### src/hw/rtl/bal_pkg.sv
// ----------------------------------------------------------------------------
// bal_pkg
// shared types and codes for the bounded array list core
// ----------------------------------------------------------------------------
package bal_pkg;

  typedef enum logic [1:0] {
    CMD_APPEND = 2'd0,
    CMD_INSERT = 2'd1,
    CMD_ERASE  = 2'd2,
    CMD_READ   = 2'd3
  } cmd_t;

  typedef enum logic [1:0] {
    ST_OK           = 2'd0,
    ST_FULL         = 2'd1,
    ST_OUT_OF_RANGE = 2'd2,
    ST_NOT_FOUND    = 2'd3
  } status_t;

  typedef enum logic [1:0] {
    OP_HOLD   = 2'd0,
    OP_INSERT = 2'd1,
    OP_ERASE  = 2'd2,
    OP_READ   = 2'd3
  } cell_op_t;

  typedef struct packed {
    cell_op_t   op;
    logic [7:0] pos;
  } cell_ctl_t;

  localparam int unsigned IN_BYTES  = 6;
  localparam int unsigned OUT_BYTES = 6;

endpackage

### src/hw/rtl/bal_cell.sv
// ----------------------------------------------------------------------------
// bal_cell
// one list position: holds an entry, shifts with its neighbors, taps a read
// ----------------------------------------------------------------------------
module bal_cell #(
  parameter int unsigned ENTRY_WIDTH = 32,
  parameter int unsigned POS         = 0
) (
  input  logic                   clk,
  input  bal_pkg::cell_ctl_t     ctl,
  input  logic [ENTRY_WIDTH-1:0] value,
  input  logic [ENTRY_WIDTH-1:0] left_data,
  input  logic [ENTRY_WIDTH-1:0] right_data,
  input  logic [ENTRY_WIDTH-1:0] rd_in,
  output logic [ENTRY_WIDTH-1:0] data,
  output logic [ENTRY_WIDTH-1:0] rd_out
);
  import bal_pkg::*;

  localparam logic [7:0] MY_POS = 8'(POS);

  logic [ENTRY_WIDTH-1:0] data_next;

  always_comb begin
    data_next = data;
    unique case (ctl.op)
      OP_INSERT: begin
        if (MY_POS > ctl.pos) begin
          data_next = left_data;
        end else if (MY_POS == ctl.pos) begin
          data_next = value;
        end
      end
      OP_ERASE: begin
        if (MY_POS >= ctl.pos) begin
          data_next = right_data;
        end
      end
      OP_READ, OP_HOLD: begin
        data_next = data;
      end
      default: begin
        data_next = data;
      end
    endcase
  end

  always_ff @(posedge clk) begin
    data <= data_next;
  end

  // read tap travels down the chain toward cell zero
  assign rd_out = rd_in | (((ctl.op == OP_READ) && (ctl.pos == MY_POS)) ? data
                                                                          : '0);

endmodule

### src/hw/rtl/bounded_array_list_core.sv
// ----------------------------------------------------------------------------
// bounded_array_list_core
// ordered list of up to CAPACITY entries with append, insert, erase and read
// ----------------------------------------------------------------------------
// commands arrive on the s_axis channel, one item per command, and each one
// gives exactly one result item on the m_axis channel with a status, the read
// word and the entry count after the command.
// the list lives in a row of cells, one entry per cell; insert and erase shift
// every cell past the index by one position in the same cycle, and the result
// is registered. throughput is one item per cycle as long as the receiver
// takes each result without stalling.
// the read word is gathered by an or chain along the cells, which sets the
// longest path for a large CAPACITY.
// reset clears the count and the output valid; the entry cells hold no reset
// value and are only read after they have been written.
// when the receiver stalls the result waits in the output register and
// s_axis_tready drops until it is taken; a new command is taken in the same
// cycle the pending result leaves.
// ----------------------------------------------------------------------------
module bounded_array_list_core #(
  parameter int unsigned CAPACITY    = 16,
  parameter int unsigned ENTRY_WIDTH = 32
) (
  input  logic                              clk,
  input  logic                              rst,
  input  logic                              s_axis_tvalid,
  output logic                              s_axis_tready,
  // command [1:0], index [9:2], entry_value [41:10], zero [47:42]
  input  logic [bal_pkg::IN_BYTES*8-1:0]    s_axis_tdata,
  output logic                              m_axis_tvalid,
  input  logic                              m_axis_tready,
  // status [1:0], read_value [33:2], entry_count [41:34], zero [47:42]
  output logic [bal_pkg::OUT_BYTES*8-1:0]   m_axis_tdata
);
  import bal_pkg::*;

  localparam logic [8:0] CAP = 9'(CAPACITY);

  logic        accept;
  cmd_t        command;
  logic [7:0]  index;
  logic [31:0] entry_value;
  logic [63:0] value_wide;
  logic [ENTRY_WIDTH-1:0] value;

  logic [7:0]  count;
  logic [7:0]  count_next;
  status_t     status_next;
  cell_ctl_t   ctl;

  logic [ENTRY_WIDTH-1:0] cell_data [CAPACITY];
  logic [ENTRY_WIDTH-1:0] rd_chain  [CAPACITY+1];
  logic [63:0] rd_wide;

  status_t     status;
  logic [31:0] read_value;
  logic [7:0]  entry_count;
  logic        full;

  assign command     = cmd_t'(s_axis_tdata[1:0]);
  assign index       = s_axis_tdata[9:2];
  assign entry_value = s_axis_tdata[41:10];
  assign value_wide  = 64'(entry_value);
  assign value       = value_wide[ENTRY_WIDTH-1:0];

  assign s_axis_tready = !m_axis_tvalid || m_axis_tready;
  assign accept        = s_axis_tvalid && s_axis_tready;
  assign full          = {1'b0, count} >= CAP;

  always_comb begin
    status_next = ST_OK;
    count_next  = count;
    ctl.op      = OP_HOLD;
    ctl.pos     = index;
    unique case (command)
      CMD_APPEND: begin
        ctl.pos = count;
        if (full) begin
          status_next = ST_FULL;
        end else begin
          ctl.op     = OP_INSERT;
          count_next = count + 8'd1;
        end
      end
      CMD_INSERT: begin
        if (full) begin
          status_next = ST_FULL;
        end else if (index > count) begin
          status_next = ST_OUT_OF_RANGE;
        end else begin
          ctl.op     = OP_INSERT;
          count_next = count + 8'd1;
        end
      end
      CMD_ERASE: begin
        if (index >= count) begin
          status_next = ST_NOT_FOUND;
        end else begin
          ctl.op     = OP_ERASE;
          count_next = count - 8'd1;
        end
      end
      CMD_READ: begin
        if ({1'b0, index} >= CAP) begin
          status_next = ST_OUT_OF_RANGE;
        end else if (index >= count) begin
          status_next = ST_NOT_FOUND;
        end else begin
          ctl.op = OP_READ;
        end
      end
      default: begin
        status_next = ST_OK;
      end
    endcase
    if (!accept) begin
      ctl.op     = OP_HOLD;
      count_next = count;
    end
  end

  assign rd_chain[CAPACITY] = '0;

  for (genvar i = 0; i < CAPACITY; i++) begin : g_cell
    logic [ENTRY_WIDTH-1:0] left_data;
    logic [ENTRY_WIDTH-1:0] right_data;
    if (i == 0) begin : g_first
      assign left_data = value;
    end else begin : g_mid_left
      assign left_data = cell_data[i-1];
    end
    if (i == CAPACITY - 1) begin : g_last
      assign right_data = cell_data[i];
    end else begin : g_mid_right
      assign right_data = cell_data[i+1];
    end
    bal_cell #(
      .ENTRY_WIDTH (ENTRY_WIDTH),
      .POS         (i)
    ) u_cell (
      .clk        (clk),
      .ctl        (ctl),
      .value      (value),
      .left_data  (left_data),
      .right_data (right_data),
      .rd_in      (rd_chain[i+1]),
      .data       (cell_data[i]),
      .rd_out     (rd_chain[i])
    );
  end

  assign rd_wide = 64'(rd_chain[0]);

  always_ff @(posedge clk) begin
    if (rst) begin
      count         <= '0;
      m_axis_tvalid <= 1'b0;
    end else begin
      count <= count_next;
      if (accept) begin
        m_axis_tvalid <= 1'b1;
      end else if (m_axis_tready) begin
        m_axis_tvalid <= 1'b0;
      end
    end
  end

  always_ff @(posedge clk) begin
    if (accept) begin
      status      <= status_next;
      read_value  <= rd_wide[31:0];
      entry_count <= count_next;
    end
  end

  assign m_axis_tdata = {6'd0, entry_count, read_value, status};

endmodule

### config.mk
export PLATFORM = sky130hd
export DESIGN_NAME = bounded_array_list_core
export DESIGN_NICKNAME = d
export VERILOG_FILES = /design/src/hw/rtl/bal_pkg.sv /design/src/hw/rtl/bal_cell.sv /design/src/hw/rtl/bounded_array_list_core.sv
export SDC_FILE = /design/constraint.sdc
export NUM_CORES = 1
export LEC_CHECK = 0
export BUFFER_PORTS_ARGS = -buffer_cell sky130_fd_sc_hd__clkbuf_2
export CAP_MARGIN = 25
export CELL_PAD_IN_SITES_DETAIL_PLACEMENT = 1
export CELL_PAD_IN_SITES_GLOBAL_PLACEMENT = 1
export CORE_MARGIN = 3
export CORE_UTILIZATION = 51
export DETAILED_ROUTE_END_ITERATION = 16
export MAX_ROUTING_LAYER = met4
export PLACE_DENSITY = 0.8
export SKIP_CTS_REPAIR_TIMING = 1
export SYNTH_ARGS = -nofsm -noshare
export SYNTH_HDL_FRONTEND = slang
export SYNTH_HIERARCHICAL = 1
export SYNTH_SLANG_ARGS = --single-unit
### constraint.sdc
create_clock -name clk -period 9.1 [get_ports clk]
set_input_delay 0.91 -clock clk [delete_from_list [all_inputs] [get_ports clk]]
set_output_delay 0.91 -clock clk [all_outputs]
set_load 0.1 [all_outputs]
==> reports/qor.txt, run 1 <==
Via/cell ratio: 7.51
Clock insertion delay at the later pin of the skew report: 0.63 ns
Layout area overhead: 8.88%
Crit-path cells: clkbuf_2 > nor2_1 > mux2_2 > nor4_4 > buf_4 > and4b_2 > a21o_1 > a21o_1 > a21o_1 > a21o_1 > a21o_1 > a21o_1 > a21o_1 > a21o_1 > a21o_1 > a21o_1 > a21o_1 > a21o_1 > a21o_1 > a21o_1 > a21o_1
Ys async rst share: 0%
GRT Util Overall: 38.9%
Top Ports: 102
Overflow after GRT: 0
Leakage: 0.0157 µW
H-tree depth: 3
Maximum fanout along the worst path: 35
Final Cycle Share: 70.7%
DRT antenna net count: 0
Crit Path Class: in2reg
Startpoint Class: primary input
Max Clock Skew: 0.0204 ns
Endpoints failing setup: 0
Commonest non-fill, non-tap cells in the layout: 554 x edfxtp_1, 509 x a21o_1, 238 x a21oi_1
Initial Util: 52.0%
Cell row count: 98
Residual DRC: 0
Critical Path Slowest Stage Cell: mux2_2
First-pass GRT wire length: 224000 µm
Post-synth EDFFs: 554
Pins Over Slew Limit: 0
Worst Path Required: 9.48 ns
Final hold vios: 0
Die Y: 277 µm
RePlAce Congestion: 0.926
Power Density: 178 nW/µm²
CTS Sinks: 563
DIE AREA: 76900 µm²
Layout cells sized above 1: 12.5%
Outcome: finished, final reports clean
Most common cell after layout, fill and taps aside: edfxtp_1
Hold Crit Class: reg2reg
Drt wl/cell: 32.9 µm
Pwr Total: 7280 µW
Maximum clock rate: 0.155 GHz
Gate power share: 17.3%
Switching share of power: 31.0%
Data arrival, critical path: 6.81 ns
Cells after synthesis: 3668
Worst Tran Pin Value: 1.19 ns
Clock Power Share: 38.0%
Switching power: 2260 µW
Largest stage delay, worst path: 0.99 ns
Initial antenna violation count: 1
Most frequent cell on the critical path: a21o_1
Yosys cell types: 73
Maximum clock path buffer count: 3
Final #Nets: 3700
Maximum VDD drop: 0.155 mV
CTS Buf Count: 70
I/O Buffers: 89
First drt pass iteration count: 6
Largest net degree at the start of global routing: 98
Rel. slew slack: 20.5%
Pint: 5030 µW
Final worst path period need: 6.44 ns
Worst-path clk slew: 0.06 ns
1st-iter DRT viols: 4713
Post-synthesis sequential area ratio: 44.8%
RSZ-0062 raised after global routing: false
Synth warnings: 6
DR vias: 34600
CTS tree: yes
Main flop type after synthesis: edfxtp_1
Fillcell total: 7694
Core area: 72200 µm²
Synthesized flop and latch total: 563
CP Capture Type: flip-flop
Sequential power share: 44.7%
Detailed Route WL: 151000 µm
Setup tns final: 0 ns
Root buffer cell: clkbuf_16
Vias in the first global route: 35200
Max cap viols: 0
Chip width: 277 µm
Netlist Area Pre-Place: 37500 µm²
Hold path depth: 1
Dpl hpwl: 90300 µm
Syn_area_per_cell: 10.2 µm²
Worst-case reg-to-reg path depth: 24
==> registers in the layout (all words and copies together), names as in the netlist <==
signal / flops
status: 2
g_cell.u_cell/data: 512
m_axis_tvalid: 1
count: 8
read_value: 32
entry_count: 8
==> power groups by stage <==
stage          Combinational, µW  Sequential, µW  Clock [µW]
2_1_floorplan                702            3330           0
3_3_place_gp                1140            3280           0
3_5_place_dp                1200            3300           0
4_1_cts                     1210            3250        2790
5_1_grt                     1310            3270        2890
6_report                    1260            3260        2770
==> area by class of cell <==
| type | count | area (µm²) | share of cell area, % |
|---|---|---|---|
| timing repair buffer | 183 | 1340 | 3.27 |
| clock inverter | 41 | 342 | 0.836 |
| tap | 950 | 1190 | 2.91 |
| sequential | 563 | 16800 | 41.1 |
| antenna | 2 | 5.00 | 0.0122 |
| multi-input combinational | 2559 | 18500 | 45.4 |
| clock buffer | 88 | 1850 | 4.53 |
| inverter | 212 | 796 | 1.95 |
==> worst paths after layout <==
kind | start | slack [ns] | end
worst min register to register | g_cell[0].u_cell/data[2] | 0.56 | read_value[2]
worst min-delay path | g_cell[0].u_cell/data[2] | 0.56 | read_value[2]
worst max-delay path | s_axis_tdata[1] | 2.66 | read_value[5]
worst max register to register | count[3] | 2.89 | read_value[5]
==> Yosys cell counts, drive strengths merged (2+ instances only) <==
master	n	area share, %
a211oi	4	0.080
a21o	513	10
a21oi	246	3.3
a2bb2oi	55	1.3
a31oi	199	3.3
a41oi	96	2.2
and2	8	0.13
and3	4	0.067
and4	4	0.093
and4b	3	0.080
buf	132	2.5
clkbuf	239	2.4
dfxtp	9	0.48
edfxtp	554	44
ha	59	2.0
inv	211	2.1
mux2	40	1.2
mux2i	96	2.6
nand2	172	1.7
nand2b	2	0.033
nand3	24	0.32
nand4	5	0.10
nand4b	165	3.8
nor2	44	0.44
nor2b	231	3.9
nor3	13	0.28
nor3b	5	0.15
nor4	22	0.90
o211ai	2	0.077
o21a	2	0.043
o21ai	207	2.8
o22ai	3	0.050
o311ai	160	3.7
o31a	2	0.047
o31ai	98	2.4
or2	5	0.083
or3	6	0.10
or4	11	0.31
xnor2	5	0.12
==> worst max-delay path, delay by kind of cell <==
family                 cells  cell delay, ns
AO/OA/AOI/OAI             15            2.73
AND/OR/NAND/NOR            3            1.51
buffers and inverters      2            0.62
multiplexers               1            0.99
==> per-stage QoR <==
stage | area, µm² | util [%] | hold slack, ns | instances | setup slack [ns]
after CTS | 40800 | 56.5 | 0.557 | 4592 | 2.85
after global placement | 38400 | 53.2 | 0.537 | 4456 | 2.36
final | 40900 | 56.6 | 0.558 | 4598 | 2.66
after detailed placement | 38600 | 53.4 | 0.536 | 4463 | 2.23
after floorplan | 37700 | - | 0.519 | 3705 | 1.67
after global routing | 40900 | 56.6 | 0.574 | 4597 | 2.54
==> layer usage <==
metal / part of all wire [%] / track usage (%)
met1: 38 / 48.4
met2: 44 / 58.8
met3: 11 / 9.38
met4: 5.9 / 20.2
met5: 0 / -
==> logic make-up (layout without fill, tap and decap cells) <==
group | after synthesis | in the layout | synth area share [%]
and+or+nand+nor | 726 | 726 | 12.6
buffers and inverters | 583 | 524 | 6.99
other | 1 | 40 | 0.00999
adders and majority gates | 59 | 59 | 1.97
muxes | 136 | 136 | 3.76
xor gates and xnor gates | 5 | 5 | 0.117
AOI/OAI and AO/OA | 1595 | 1595 | 29.8
DFF | 563 | 563 | 44.8
No activity file was read; power rests on OpenSTA's default activity.
==> inputs of run 2 (changes only) <==
==> constraint.sdc (replaced) <==
create_clock -name clk -period 6.1 [get_ports clk]
set_input_delay 0.61 -clock clk [delete_from_list [all_inputs] [get_ports clk]]
set_output_delay 0.61 -clock clk [all_outputs]
set_load 0.1 [all_outputs]
==> reports/qor.txt, run 2 (synthesis gave the netlist of run 1 again) <==
Layout cells sized above 1: 12.5%
Reg2Reg Capture Point: read_value[19]
Critical Path Slowest Stage Cell: dfxtp_1
Clock Power Share: 38.0%
Commonest non-fill, non-tap cells in the layout: 554 x edfxtp_1, 509 x a21o_1, 238 x a21oi_1
Gate power share: 16.6%
Internal reg-to-reg setup slack: 0.54 ns
CTS Sinks: 563
First drt pass iteration count: 6
Root buffer cell: clkbuf_16
Worst Path Required: 6.46 ns
Drt wl/cell: 27.5 µm
Sequential power share: 45.4%
Initial antenna violation count: 0
Largest registers: g_cell.u_cell/data (512), read_value (32)
Power Density: 259 nW/µm²
Via/cell ratio: 7.06
Worst setup startpoint: count[7]
Wire length on met1: 52100 µm
DR vias: 32600
Layout area overhead: 9.74%
Setup tns final: 0 ns
1st-iter DRT viols: 3578
Top routing layer used: met4
Top Ports: 102
Cell row count: 98
Most frequent cell on the critical path: a21o_1
Antenna Cells: 0
Maximum fanout along the worst path: 32
Switching power: 3160 µW
Leakage: 0.0158 µW
Dpl hpwl: 83200 µm
Outcome: finished, final reports clean
Vias in the first global route: 34800
Most common cell after layout, fill and taps aside: edfxtp_1
Crit Path Class: reg2reg
Pint: 7490 µW
Max Clock Skew: 0.0325 ns
Startpoint Class: flip-flop
Worst-path clk slew: 0.06 ns
Crit. path cell count: 27
CP Capture Type: flip-flop
Delay-heaviest family, CP: compound AO/OA/AOI/OAI gates
I/O Buffers: 89
Worst Tran Pin Value: 1.07 ns
Rel. slew slack: 28.6%
Worst Setup EP: read_value[19]
Final Cycle Share: 91.2%
DIE AREA: 76900 µm²
Largest reg by FF count: g_cell.u_cell/data
Detailed Route WL: 127000 µm
RePlAce Congestion: 0.865
Residual DRC: 0
First-pass GRT wire length: 200000 µm
Pwr Total: 10700 µW
Largest net degree at the start of global routing: 97
Overflow after GRT: 0
Final #Nets: 3722
Die Y: 277 µm
DR WL met3: 6470 µm
Initial Util: 52.0%
RSZ-0062 raised after global routing: false
H-tree depth: 3
Pins Over Slew Limit: 0
CTS Buf Count: 69
Switching share of power: 29.7%
Maximum clock path buffer count: 3
Max reg flops: 512
Max cap viols: 0
Final hold vios: 0
Hold Crit Class: in2reg
Fillcell total: 7710
Data arrival, critical path: 5.93 ns
Endpoints failing setup: 0
GRT Util Overall: 32.9%
Met2 WL: 63700 µm
Maximum VDD drop: 0.199 mV
Chip width: 277 µm
Maximum clock rate: 0.180 GHz
Worst-case reg-to-reg path depth: 27
CTS tree: yes
DRT antenna net count: 0
Clock insertion delay at the later pin of the skew report: 0.62 ns
CP Buf/Inv Count: 3
Core area: 72200 µm²
Worst r2r src: count[7]
Largest stage delay, worst path: 0.43 ns
Final worst path period need: 5.56 ns
[run 2: area by class of cell]
type                            count  area, µm²  share of cell area [%]
Sequential cell                   563      16800                    40.8
Timing Repair Buffer              206       1710                    4.16
Clock inverter                     36        290                   0.704
Multi-Input combinational cell   2559      18600                    45.0
Tap cell                          950       1190                    2.88
Clock buffer                       90       1850                    4.48
Inverter                          212        796                    1.93
[run 2: worst register-to-register path: cells and delay by family (launching register included)]
family	cells	cell delay, ns
compound gates	17	2.99
fa+ha+maj	2	0.51
buf+inv	3	0.55
flops	1	0.43
simple gates	5	0.85
[run 2: power groups by stage]
stage / clock network, µW / logic (µW) / registers, µW
2_1_floorplan: 0 / 1050 / 4970
4_1_cts: 4100 / 1700 / 4840
6_report: 4050 / 1770 / 4840
3_5_place_dp: 0 / 1690 / 4920
5_1_grt: 4270 / 1890 / 4870
3_3_place_gp: 0 / 1580 / 4900
[run 2: per-stage QoR]
| step | area (µm²) | util (%) | setup WS (ns) | hold slack [ns] | cells |
|---|---|---|---|---|---|
| 6_report | 41200 | 57.1 | 0.539 | 0.336 | 4616 |
| 3_5_place_dp | 38700 | 53.5 | 0.371 | 0.531 | 4472 |
| 5_1_grt | 41200 | 57.1 | 0.251 | 0.354 | 4616 |
| 2_1_floorplan | 37700 | - | 0.0964 | 0.519 | 3705 |
| 3_3_place_gp | 38500 | 53.3 | 0.439 | 0.532 | 4464 |
| 4_1_cts | 40800 | 56.5 | 0.591 | 0.304 | 4598 |
[run 2: how the worst min path moves through the flow]
stage                              startpoint             end  slack [ns]  depth (start not counted)
finish                          s_axis_tvalid   m_axis_tvalid        0.34                          3
global route                    s_axis_tvalid   m_axis_tvalid        0.35                          3
CTS                             s_axis_tvalid   m_axis_tvalid        0.30                          3
detailed placement  g_cell[0].u_cell/data[18]  read_value[18]        0.53                          1
global placement    g_cell[0].u_cell/data[31]  read_value[31]        0.53                          1
floorplan            g_cell[0].u_cell/data[0]   read_value[0]        0.52                          1
[run 2: per-layer routing]
metal	GRT usage, %	vias to the layer above
met5	-	-
met4	12.5	0
met3	3.19	350
met2	54.9	1334
met1	41.5	16800
li1	-	14100
